==> src/rtl/two_finger_rotation_detector_top_macros.svh <==
// Assertion macros for the two-finger rotation detector.
`ifndef TWO_FINGER_ROTATION_DETECTOR_TOP_MACROS_SVH
`define TWO_FINGER_ROTATION_DETECTOR_TOP_MACROS_SVH

// Check that cons holds in the same cycle as ante.
`define TFR_ASSERT_SAME(lbl, clk, rst_n, ante, cons, msg) \
    lbl: assert property (@(posedge clk) disable iff (!rst_n) (ante) |-> (cons)) \
        else $error(msg);

// Check that cons holds in the cycle after ante.
`define TFR_ASSERT_NEXT(lbl, clk, rst_n, ante, cons, msg) \
    lbl: assert property (@(posedge clk) disable iff (!rst_n) (ante) |=> (cons)) \
        else $error(msg);

`endif

==> src/rtl/tfr_pkg.sv <==
// Shared constants and the arctangent table of the rotation detector.
package tfr_pkg;

    localparam int COORD_BITS  = 16;
    localparam int DIFF_W      = COORD_BITS + 1;
    localparam int ANGLE_W     = 16;
    localparam int THRESH_W    = 15;
    localparam int TOTAL_W     = 32;
    localparam int PRESCALE_SH = 24;
    localparam int CORDIC_XW   = 44;
    localparam int CORDIC_ZW   = 26;
    localparam int ATAN_W      = 21;
    localparam int STEP_IDX_W  = 5;

    localparam logic [1:0] CMD_DOWN   = 2'd0;
    localparam logic [1:0] CMD_MOTION = 2'd1;
    localparam logic [1:0] CMD_UP     = 2'd2;
    localparam logic [1:0] CMD_OTHER  = 2'd3;

    localparam logic [1:0] ACT_UNKNOWN = 2'd0;
    localparam logic [1:0] ACT_BEGIN   = 2'd1;
    localparam logic [1:0] ACT_UPDATE  = 2'd2;
    localparam logic [1:0] ACT_END     = 2'd3;

    localparam logic [THRESH_W-1:0] THRESH_RESET = 15'd640;

    localparam logic signed [DIFF_W-1:0] HALF_TURN = 17'sd23040;
    localparam logic signed [DIFF_W-1:0] FULL_TURN = 17'sd46080;
    localparam logic signed [CORDIC_ZW-1:0] HALF_TURN_Z = 26'sd5898240;

    function automatic logic [ATAN_W-1:0] atan_step(input logic [STEP_IDX_W-1:0] idx);
        logic [ATAN_W-1:0] v;
        case (idx)
            5'd0:  v = 21'd1474560;
            5'd1:  v = 21'd870484;
            5'd2:  v = 21'd460940;
            5'd3:  v = 21'd233473;
            5'd4:  v = 21'd117189;
            5'd5:  v = 21'd58652;
            5'd6:  v = 21'd29333;
            5'd7:  v = 21'd14667;
            5'd8:  v = 21'd7334;
            5'd9:  v = 21'd3667;
            5'd10: v = 21'd1833;
            5'd11: v = 21'd917;
            5'd12: v = 21'd458;
            5'd13: v = 21'd229;
            5'd14: v = 21'd115;
            5'd15: v = 21'd57;
            5'd16: v = 21'd29;
            5'd17: v = 21'd14;
            5'd18: v = 21'd7;
            5'd19: v = 21'd4;
            5'd20: v = 21'd2;
            5'd21: v = 21'd1;
            default: v = 21'd0;
        endcase
        return v;
    endfunction

endpackage

==> src/rtl/tfr_in_if.sv <==
// Touch event channel.
interface tfr_in_if;
    logic                valid;
    logic                ready;
    logic [1:0]          cmd;
    logic [3:0]          slot;
    logic signed [15:0]  pos_x;
    logic signed [15:0]  pos_y;

    modport source (output valid, cmd, slot, pos_x, pos_y, input ready);
    modport sink   (input valid, cmd, slot, pos_x, pos_y, output ready);
endinterface

==> src/rtl/tfr_out_if.sv <==
// Gesture result channel.
interface tfr_out_if;
    logic                valid;
    logic                ready;
    logic [1:0]          action;
    logic signed [31:0]  total_angle;
    logic                rotating;

    modport source (output valid, action, total_angle, rotating, input ready);
    modport sink   (input valid, action, total_angle, rotating, output ready);
endinterface

==> src/rtl/tfr_cfg_if.sv <==
// Threshold register write channel.
interface tfr_cfg_if;
    logic        valid;
    logic        ready;
    logic [14:0] start_threshold;

    modport source (output valid, start_threshold, input ready);
    modport sink   (input valid, start_threshold, output ready);
endinterface

==> src/rtl/tfr_cordic.sv <==
// Iterative vectoring CORDIC atan2, one micro-rotation per cycle.
module tfr_cordic #(
    parameter int STEPS = 16
) (
    input  logic                                 i_clk,
    input  logic                                 i_rst_n,
    input  logic                                 i_start,
    input  logic signed [tfr_pkg::DIFF_W-1:0]    i_dx,
    input  logic signed [tfr_pkg::DIFF_W-1:0]    i_dy,
    output logic                                 o_done,
    output logic signed [tfr_pkg::ANGLE_W-1:0]   o_angle
);
    localparam int XW    = tfr_pkg::CORDIC_XW;
    localparam int ZW    = tfr_pkg::CORDIC_ZW;
    localparam int CNT_W = $clog2(STEPS + 1);

    typedef enum logic [1:0] {C_IDLE, C_RUN, C_ROUND} t_cstate;

    t_cstate                 r_state;
    logic [CNT_W-1:0]        r_cnt;
    logic signed [XW-1:0]    r_x, r_y;
    logic signed [ZW-1:0]    r_z;
    logic                    r_done;
    logic signed [tfr_pkg::ANGLE_W-1:0] r_angle;

    logic signed [XW-1:0]    xs, ys, lx, ly;
    logic signed [ZW-1:0]    a, zr;
    logic signed [17:0]      rz;

    always_comb begin
        xs = r_x >>> r_cnt;
        ys = r_y >>> r_cnt;
        a  = $signed(ZW'(tfr_pkg::atan_step(tfr_pkg::STEP_IDX_W'(r_cnt))));
        lx = {{(XW-tfr_pkg::DIFF_W-tfr_pkg::PRESCALE_SH){i_dx[tfr_pkg::DIFF_W-1]}}, i_dx,
              {tfr_pkg::PRESCALE_SH{1'b0}}};
        ly = {{(XW-tfr_pkg::DIFF_W-tfr_pkg::PRESCALE_SH){i_dy[tfr_pkg::DIFF_W-1]}}, i_dy,
              {tfr_pkg::PRESCALE_SH{1'b0}}};
        zr = (r_z + ZW'(128)) >>> 8;
        rz = zr[17:0];
    end

    always_ff @(posedge i_clk) begin
        if (!i_rst_n) begin
            r_state <= C_IDLE;
            r_done  <= 1'b0;
        end else begin
            r_done <= 1'b0;
            case (r_state)
                C_IDLE: begin
                    if (i_start) begin
                        r_state <= C_RUN;
                        if (i_dx == '0 && i_dy == '0) begin
                            r_z   <= '0;
                            r_cnt <= CNT_W'(STEPS);
                        end else begin
                            r_cnt <= '0;
                            if (i_dx[tfr_pkg::DIFF_W-1]) begin
                                r_x <= -lx;
                                r_y <= -ly;
                                r_z <= i_dy[tfr_pkg::DIFF_W-1] ? -tfr_pkg::HALF_TURN_Z
                                                               : tfr_pkg::HALF_TURN_Z;
                            end else begin
                                r_x <= lx;
                                r_y <= ly;
                                r_z <= '0;
                            end
                        end
                    end
                end
                C_RUN: begin
                    if (r_cnt == CNT_W'(STEPS)) begin
                        r_state <= C_ROUND;
                    end else begin
                        if (r_y[XW-1]) begin
                            r_x <= r_x - ys;
                            r_y <= r_y + xs;
                            r_z <= r_z - a;
                        end else if (r_y != '0) begin
                            r_x <= r_x + ys;
                            r_y <= r_y - xs;
                            r_z <= r_z + a;
                        end
                        r_cnt <= r_cnt + CNT_W'(1);
                    end
                end
                C_ROUND: begin
                    if (rz > 18'sd23040) begin
                        r_angle <= 16'sd23040;
                    end else if (rz < -18'sd23040) begin
                        r_angle <= -16'sd23040;
                    end else begin
                        r_angle <= rz[15:0];
                    end
                    r_done  <= 1'b1;
                    r_state <= C_IDLE;
                end
                default: r_state <= C_IDLE;
            endcase
        end
    end

    assign o_done  = r_done;
    assign o_angle = r_angle;
endmodule

==> src/rtl/two_finger_rotation_detector_top.sv <==
// Top level of the two-finger rotation detector.
//
// i_evt carries touch events (down, motion, up) with slot and coordinates.
// o_res returns one beat per event: action code, running total angle in
// 1/128 degree and the rotating flag, both taken after the event.
// i_cfg writes the start threshold; it is always ready. The user must write it
// only while the block is idle; the block itself does not enforce this.
// Events that need no angle go from idle through S_DONE to the output register.
// Events that measure the finger angle (second finger down, motion while
// ready) first wait in S_ANGLE for the iterative CORDIC, which runs one
// micro-rotation per cycle; S_DONE waits while the output register holds an
// untaken result.
// One event is in work at a time; i_evt.ready is high only when the block is
// idle.
// The result sits in an output register; a new event is accepted while it
// waits, and the next result holds until the receiver takes the previous one.
// Reset clears the gesture state and sets the threshold to 640 (5 degrees).
`include "two_finger_rotation_detector_top_macros.svh"
module two_finger_rotation_detector_top #(
    parameter int CORDIC_STEPS = 16
) (
    input  logic        i_clk,
    input  logic        i_rst_n,
    tfr_in_if.sink      i_evt,
    tfr_out_if.source   o_res,
    tfr_cfg_if.sink     i_cfg
);
    localparam int AW = tfr_pkg::ANGLE_W;
    localparam int DW = tfr_pkg::DIFF_W;

    typedef enum logic [1:0] {S_IDLE, S_ANGLE, S_DONE} t_state;

    t_state                r_state, n_state;
    logic signed [15:0]    r_dx [2], n_dx [2];
    logic signed [15:0]    r_dy [2], n_dy [2];
    logic signed [15:0]    r_cx [2], n_cx [2];
    logic signed [15:0]    r_cy [2], n_cy [2];
    logic                  r_pres [2], n_pres [2];
    logic signed [4:0]     r_fc, n_fc;
    logic                  r_ready, n_ready;
    logic                  r_rot, n_rot;
    logic signed [AW-1:0]  r_start, n_start;
    logic signed [AW-1:0]  r_prev, n_prev;
    logic signed [31:0]    r_acc, n_acc;
    logic [1:0]            r_act, n_act;
    logic                  r_motion, n_motion;
    logic [tfr_pkg::THRESH_W-1:0] r_thr;
    logic                  r_out_valid, n_out_valid;
    logic [1:0]            r_out_act, n_out_act;
    logic signed [31:0]    r_out_total, n_out_total;
    logic                  r_out_rot, n_out_rot;

    logic                  evt_acc, clr, ang_start, ang_done;
    logic signed [DW-1:0]  ang_dx, ang_dy, diff, absd, inc, inc_w;
    logic signed [AW-1:0]  ang;
    logic signed [32:0]    sum;

    tfr_cordic #(.STEPS(CORDIC_STEPS)) u_cordic (
        .i_clk   (i_clk),
        .i_rst_n (i_rst_n),
        .i_start (ang_start),
        .i_dx    (ang_dx),
        .i_dy    (ang_dy),
        .o_done  (ang_done),
        .o_angle (ang)
    );

    assign evt_acc     = i_evt.valid && i_evt.ready;
    assign i_evt.ready = (r_state == S_IDLE);
    assign i_cfg.ready = 1'b1;

    always_comb begin
        n_state = r_state;
        n_dx = r_dx; n_dy = r_dy; n_cx = r_cx; n_cy = r_cy; n_pres = r_pres;
        n_fc = r_fc; n_ready = r_ready; n_rot = r_rot;
        n_start = r_start; n_prev = r_prev; n_acc = r_acc;
        n_act = r_act; n_motion = r_motion;
        n_out_valid = r_out_valid && !o_res.ready;
        n_out_act = r_out_act; n_out_total = r_out_total; n_out_rot = r_out_rot;
        clr = 1'b0;
        ang_start = 1'b0;
        diff = {ang[AW-1], ang} - {r_start[AW-1], r_start};
        absd = diff[DW-1] ? -diff : diff;
        inc  = {ang[AW-1], ang} - {r_prev[AW-1], r_prev};
        if (inc >= tfr_pkg::HALF_TURN) begin
            inc_w = inc - tfr_pkg::FULL_TURN;
        end else if (inc <= -tfr_pkg::HALF_TURN) begin
            inc_w = inc + tfr_pkg::FULL_TURN;
        end else begin
            inc_w = inc;
        end
        sum = {r_acc[31], r_acc} + 33'(inc_w);
        case (r_state)
            S_IDLE: begin
                if (evt_acc) begin
                    n_act   = tfr_pkg::ACT_UNKNOWN;
                    n_state = S_DONE;
                    case (i_evt.cmd)
                        tfr_pkg::CMD_DOWN: begin
                            if (r_fc < 5'sd15) n_fc = r_fc + 5'sd1;
                            if (i_evt.slot > 4'd1) begin
                                if (r_rot) begin
                                    n_act = tfr_pkg::ACT_END;
                                end else if (r_ready) begin
                                    clr = 1'b1;
                                end
                            end else begin
                                n_dx[i_evt.slot[0]]   = i_evt.pos_x;
                                n_dy[i_evt.slot[0]]   = i_evt.pos_y;
                                n_pres[i_evt.slot[0]] = 1'b1;
                                if (n_pres[0] && n_pres[1]) begin
                                    n_ready   = 1'b1;
                                    n_cx      = n_dx;
                                    n_cy      = n_dy;
                                    ang_start = 1'b1;
                                    n_motion  = 1'b0;
                                    n_state   = S_ANGLE;
                                end
                            end
                        end
                        tfr_pkg::CMD_MOTION: begin
                            if (r_ready) begin
                                if (r_fc < 5'sd0 || r_fc > 5'sd1) begin
                                    if (!r_rot) clr = 1'b1;
                                end else begin
                                    if (i_evt.slot <= 4'd1) begin
                                        n_cx[i_evt.slot[0]] = i_evt.pos_x;
                                        n_cy[i_evt.slot[0]] = i_evt.pos_y;
                                    end
                                    ang_start = 1'b1;
                                    n_motion  = 1'b1;
                                    n_state   = S_ANGLE;
                                end
                            end
                        end
                        tfr_pkg::CMD_UP: begin
                            if (r_rot) begin
                                n_ready = 1'b0;
                                n_rot   = 1'b0;
                                if (i_evt.slot <= 4'd1) n_pres[i_evt.slot[0]] = 1'b0;
                                n_act = tfr_pkg::ACT_END;
                            end else begin
                                clr = 1'b1;
                            end
                        end
                        default: ;
                    endcase
                    if (clr) begin
                        n_dx = '{default: '0}; n_dy = '{default: '0};
                        n_cx = '{default: '0}; n_cy = '{default: '0};
                        n_pres = '{default: 1'b0};
                        n_fc = -5'sd1; n_ready = 1'b0; n_rot = 1'b0;
                        n_start = '0; n_prev = '0; n_acc = '0;
                    end
                end
            end
            S_ANGLE: begin
                if (ang_done) begin
                    n_state = S_DONE;
                    if (!r_motion) begin
                        n_start = ang;
                    end else if (!r_rot) begin
                        if ($unsigned(absd) >= {2'b00, r_thr}) begin
                            n_start = ang;
                            n_prev  = ang;
                            n_rot   = 1'b1;
                            n_act   = tfr_pkg::ACT_BEGIN;
                        end
                    end else begin
                        if (sum[32] != sum[31]) begin
                            n_acc = sum[32] ? 32'sh80000000 : 32'sh7FFFFFFF;
                        end else begin
                            n_acc = sum[31:0];
                        end
                        n_prev = ang;
                        n_act  = tfr_pkg::ACT_UPDATE;
                    end
                end
            end
            S_DONE: begin
                if (!r_out_valid || o_res.ready) begin
                    n_out_valid = 1'b1;
                    n_out_act   = r_act;
                    n_out_total = r_acc;
                    n_out_rot   = r_rot;
                    n_state     = S_IDLE;
                end
            end
            default: n_state = S_IDLE;
        endcase
    end

    always_comb begin
        ang_dx = {n_cx[0][15], n_cx[0]} - {n_cx[1][15], n_cx[1]};
        ang_dy = {n_cy[0][15], n_cy[0]} - {n_cy[1][15], n_cy[1]};
    end

    always_ff @(posedge i_clk) begin
        if (!i_rst_n) begin
            r_state     <= S_IDLE;
            r_dx        <= '{default: '0};
            r_dy        <= '{default: '0};
            r_cx        <= '{default: '0};
            r_cy        <= '{default: '0};
            r_pres      <= '{default: 1'b0};
            r_fc        <= -5'sd1;
            r_ready     <= 1'b0;
            r_rot       <= 1'b0;
            r_start     <= '0;
            r_prev      <= '0;
            r_acc       <= '0;
            r_motion    <= 1'b0;
            r_thr       <= tfr_pkg::THRESH_RESET;
            r_out_valid <= 1'b0;
        end else begin
            r_state     <= n_state;
            r_dx        <= n_dx;
            r_dy        <= n_dy;
            r_cx        <= n_cx;
            r_cy        <= n_cy;
            r_pres      <= n_pres;
            r_fc        <= n_fc;
            r_ready     <= n_ready;
            r_rot       <= n_rot;
            r_start     <= n_start;
            r_prev      <= n_prev;
            r_acc       <= n_acc;
            r_act       <= n_act;
            r_motion    <= n_motion;
            r_out_valid <= n_out_valid;
            r_out_act   <= n_out_act;
            r_out_total <= n_out_total;
            r_out_rot   <= n_out_rot;
            if (i_cfg.valid && i_cfg.ready) r_thr <= i_cfg.start_threshold;
        end
    end

    assign o_res.valid       = r_out_valid;
    assign o_res.action      = r_out_act;
    assign o_res.total_angle = r_out_total;
    assign o_res.rotating    = r_out_rot;

    `TFR_ASSERT_SAME(a_rot_needs_ready, i_clk, i_rst_n, r_rot, r_ready, "rotating without ready")
    `TFR_ASSERT_NEXT(a_one_in_work, i_clk, i_rst_n, evt_acc, !i_evt.ready, "event taken while busy")
    `TFR_ASSERT_SAME(a_fc_range, i_clk, i_rst_n, 1'b1, r_fc >= -5'sd1, "finger count out of range")
endmodule
==> src/flat_wrapper.sv <==
// flat-port wrapper written by rule: the top's interface ports become plain ports
module two_finger_rotation_detector_top_flat 
#(
    parameter int CORDIC_STEPS = 16
)
  (i_clk, i_rst_n, i_evt_valid, i_evt_cmd, i_evt_slot, i_evt_pos_x, i_evt_pos_y, i_evt_ready, o_res_valid, o_res_action, o_res_total_angle, o_res_rotating, o_res_ready, i_cfg_valid, i_cfg_start_threshold, i_cfg_ready);
  tfr_in_if i_evt_i ();
  tfr_out_if o_res_i ();
  tfr_cfg_if i_cfg_i ();
  input  logic i_clk;
  input  logic i_rst_n;
  input wire logic [$bits(i_evt_i.valid)-1:0] i_evt_valid;
  input wire logic [$bits(i_evt_i.cmd)-1:0] i_evt_cmd;
  input wire logic [$bits(i_evt_i.slot)-1:0] i_evt_slot;
  input wire logic [$bits(i_evt_i.pos_x)-1:0] i_evt_pos_x;
  input wire logic [$bits(i_evt_i.pos_y)-1:0] i_evt_pos_y;
  output wire logic [$bits(i_evt_i.ready)-1:0] i_evt_ready;
  output wire logic [$bits(o_res_i.valid)-1:0] o_res_valid;
  output wire logic [$bits(o_res_i.action)-1:0] o_res_action;
  output wire logic [$bits(o_res_i.total_angle)-1:0] o_res_total_angle;
  output wire logic [$bits(o_res_i.rotating)-1:0] o_res_rotating;
  input wire logic [$bits(o_res_i.ready)-1:0] o_res_ready;
  input wire logic [$bits(i_cfg_i.valid)-1:0] i_cfg_valid;
  input wire logic [$bits(i_cfg_i.start_threshold)-1:0] i_cfg_start_threshold;
  output wire logic [$bits(i_cfg_i.ready)-1:0] i_cfg_ready;
  assign i_evt_i.valid = i_evt_valid;
  assign i_evt_i.cmd = i_evt_cmd;
  assign i_evt_i.slot = i_evt_slot;
  assign i_evt_i.pos_x = i_evt_pos_x;
  assign i_evt_i.pos_y = i_evt_pos_y;
  assign i_evt_ready = i_evt_i.ready;
  assign o_res_valid = o_res_i.valid;
  assign o_res_action = o_res_i.action;
  assign o_res_total_angle = o_res_i.total_angle;
  assign o_res_rotating = o_res_i.rotating;
  assign o_res_i.ready = o_res_ready;
  assign i_cfg_i.valid = i_cfg_valid;
  assign i_cfg_i.start_threshold = i_cfg_start_threshold;
  assign i_cfg_ready = i_cfg_i.ready;
  two_finger_rotation_detector_top #(.CORDIC_STEPS(CORDIC_STEPS)) u_core (.i_clk(i_clk), .i_rst_n(i_rst_n), .i_evt(i_evt_i), .o_res(o_res_i), .i_cfg(i_cfg_i));
endmodule
==> config.mk <==
export PLATFORM = sky130hd
export DESIGN_NAME = two_finger_rotation_detector_top_flat
export DESIGN_NICKNAME = d
export VERILOG_FILES = /design/src/rtl/tfr_pkg.sv /design/src/rtl/tfr_in_if.sv /design/src/rtl/tfr_out_if.sv /design/src/rtl/tfr_cfg_if.sv /design/src/rtl/tfr_cordic.sv /design/src/rtl/two_finger_rotation_detector_top.sv /design/src/flat_wrapper.sv
export VERILOG_INCLUDE_DIRS = /design/src /design/src/rtl
export SDC_FILE = /design/constraint.sdc
export NUM_CORES = 2
export LEC_CHECK = 0
export BUFFER_PORTS_ARGS = -buffer_cell sky130_fd_sc_hd__buf_2
export CAP_MARGIN = 25
export CORE_MARGIN = 10
export CORE_UTILIZATION = 50
export CTS_CLUSTER_DIAMETER = 30
export DETAILED_ROUTE_END_ITERATION = 10
export PLACE_DENSITY_LB_ADDON = 0.25
export SETUP_SLACK_MARGIN = 0.4
export SYNTH_ARGS = -nofsm -noshare
export SYNTH_HDL_FRONTEND = slang
export SYNTH_SLANG_ARGS = --single-unit
==> constraint.sdc <==
create_clock -name i_clk -period 28.8 [get_ports i_clk]
set_input_delay 1.44 -clock i_clk [delete_from_list [all_inputs] [get_ports i_clk]]
set_output_delay 1.44 -clock i_clk [all_outputs]
set_load 0.01 [all_outputs]
==> impl_metrics.ini <==
[outcome]
status = finished with violations
violations = design-rule violations

[final_layout]
drive_above_1_share_pct = 9.93
fin_area_mm2 = 0.0446
area_growth_pct = 12.2
fin_cells = 6038
fin_nets = 5245

[drt]
avgRoutedWirePerCell_um = 20.1
drc = 2
routed_wl_um = 121000
vias = 37800
avgViaCountPerCell = 6.27
drtAntennaViolNets = 0
drt_iter0_markers = 4347
dr.pass1.iters = 11

[sta]
setup_viol = 0
worstMarginPinSlew_ps = 1040
fin_crit_sh_pct = 29.8
relSlewSlack_pct = 28.7
slew_violations = 0
whs_ps = 431
max_freq_mhz = 117
clock-skew-final_ps = 64.2
period_needed_ps = 8570
finalHoldViolations = 0
rsz0062_at_grt = false
finalSetupTns_ps = 0

[place]
place.gp.congestion = 0.976
placed_cells = 5832
post-dp-hpwl_um = 88000
io_buffers = 94
placed_cell_area_mm2 = 0.0408

[hold_path]
hp-class = reg2reg

[yosys]
ys_types = 110
synth.top_cell.area_share_pct = 13.0
netlist_top_cells_count = 621 x nor2_1, 431 x nand2_1, 374 x a21oi_1
syn_nets = 5274
async_flop_share_pct = 0
yosysSeqAreaShare_pct = 25.3
yosys_warnings = 0
yosysMostFrequentCell = nor2_1
syn_area_per_cell_um2 = 8.07
synth_area_leaders = edfxtp_1 13%, dfxtp_1 12%, ha_1 9.0%
ys_seq_elements = 416
synth-main-ff-cell = dfxtp_1
syn_area_mm2 = 0.0397
synth-edff-count = 172
synth_top_area_cell = edfxtp_1
synth_cells = 4921

[critical_path]
cp.arrival_ps = 8840
slowest_stage = buf_4
critPathKind = in2reg
cp_common_cell = buf_4
critPathRequiredTime_ps = 29070
path_max_fanout = 72
max_stage_delay_ps = 650
end_kind = flip-flop
worst_setup_path_start_kind = primary input

[floorplanning]
core_mm2 = 0.0789
ios = 96
fp.dieArea_mm2 = 0.0911
dieWidth_um = 302
die_y_um = 302
rows = 103
start_util_pct = 50.4

[clock_tree]
path_clk_slew_ps = 50
cts_hold_buf = 0
cts_root_buf = clkbuf_16
cts_sinks = 416
postCtsResizedCells = 0
htreeDepth = 3
numCtsBuffers = 108
clk_latency_ps = 700
cts_tree = yes
postCtsSetupRepairBufs = 0
clk_path_buf_depth = 3

[power_and_ir_drop]
p_per_area_mw_per_mm2 = 42.8
ir_drop_mv = 0.0708
cellLeakagePower_nw = 17.8

[job]
maxCapViolations = 0

[global_routing]
grt_usage_pct = 25.8
grt_pass1_wl_um = 194000
antenna_found_initial = 1
grt_pass1_vias = 35600
grt_max_degree = 82
overflow = 0
cells in the final DEF (no fill, tap or decap), drive strengths merged, types with 83 or more instances in the layout:
| master | count |
|---|---|
| buf | 144 |
| dfxtp | 244 |
| edfxtp | 172 |
| nand2 | 431 |
| a21o | 83 |
| clkbuf | 129 |
| nor3 | 110 |
| a21oi | 374 |
| xnor2 | 198 |
| o21ai | 332 |
| mux2i | 154 |
| nor2 | 622 |
| ha | 286 |
| xor2 | 99 |
| inv | 255 |
| nand3 | 83 |
logic make-up (layout without fill, tap and decap cells):
group           after synthesis  count (layout)  share of synthesized area (%)
mux                         268             268                           9.62
simple gates               1659            1659                           19.5
flops                       416             416                           25.3
other cells                   1               2                        0.00944
buf+inv                     532             598                           5.41
compound gates             1453            1453                           24.2
fa+ha+maj                   295             295                           9.46
xor+xnor                    297             297                           6.55
layout make-up:
| cell class | count | area [um^2] |
|---|---|---|
| flip-flops and latches | 416 | 10000 |
| fillers | 7281 | 34300 |
| inverters | 249 | 937 |
| well taps | 1050 | 1310 |
| clock inverters | 76 | 886 |
| diodes | 1 | 2.50 |
| clock buffers | 129 | 2920 |
| multi-input cells | 3973 | 27600 |
| repair buffers | 144 | 850 |
path summary, 6_finish.rpt:
| kind | cells after the start | startpoint | endpoint | slack (ps) |
|---|---|---|---|---|
| max | 27 | i_evt_cmd[1] | u_core.u_cordic.r_y[0] | 20230 |
| min | 0 | u_core.r_act[0] | u_core.o_res.action[0] | 430 |
| max reg2reg | 23 | u_core.u_cordic.r_cnt[0] | u_core.u_cordic.r_x[42] | 20390 |
| min reg2reg | 0 | u_core.r_act[0] | u_core.o_res.action[0] | 430 |
critical path, delay by kind of cell:
family / cells / cell delay (ps)
adders and majority gates: 3 / 860
buffers and inverters: 8 / 2590
AOI/OAI and AO/OA: 10 / 2940
and+or+nand+nor: 6 / 920
metrics by stage:
step	setup slack (ps)	power, mW	util, %
2_1_floorplan	15920	0.659	-
3_3_place_gp	19900	0.678	51.7
3_5_place_dp	19770	0.678	51.7
4_1_cts	20430	1.92	56.5
5_1_grt	19500	1.96	56.5
6_report	20230	1.91	56.5
flip-flops by register name (all words and copies together) (netlist names), 5 cells and up:
register and flops:
u_core.r_thr 15, u_core.u_cordic.r_y 44, u_core.r_start 16, u_core.r_cx 32, u_core.r_fc 5, u_core.o_res.total_angle 32
u_core.r_dx 32, u_core.u_cordic.o_angle 16, u_core.r_acc 32, u_core.u_cordic.r_cnt 5, u_core.u_cordic.r_x 44, u_core.r_dy 32
u_core.r_cy 32, u_core.u_cordic.a 21, u_core.r_prev 16, u_core.u_cordic.r_z 26
metal layers:
metal	global-route usage (%)	wire, um
met5	0	0
met4	7.97	3370
met3	5.16	10400
met2	40.7	54000
met1	35.1	53500
where the power goes:
| group | internal, mW | switching (mW) | total [mW] |
|---|---|---|---|
| Sequential | 0.616 | 0.00260 | 0.618 |
| Combinational | 0.0150 | 0.0355 | 0.0505 |
| Clock | 0.832 | 0.405 | 1.24 |
(Power assumes the default switching activity.)
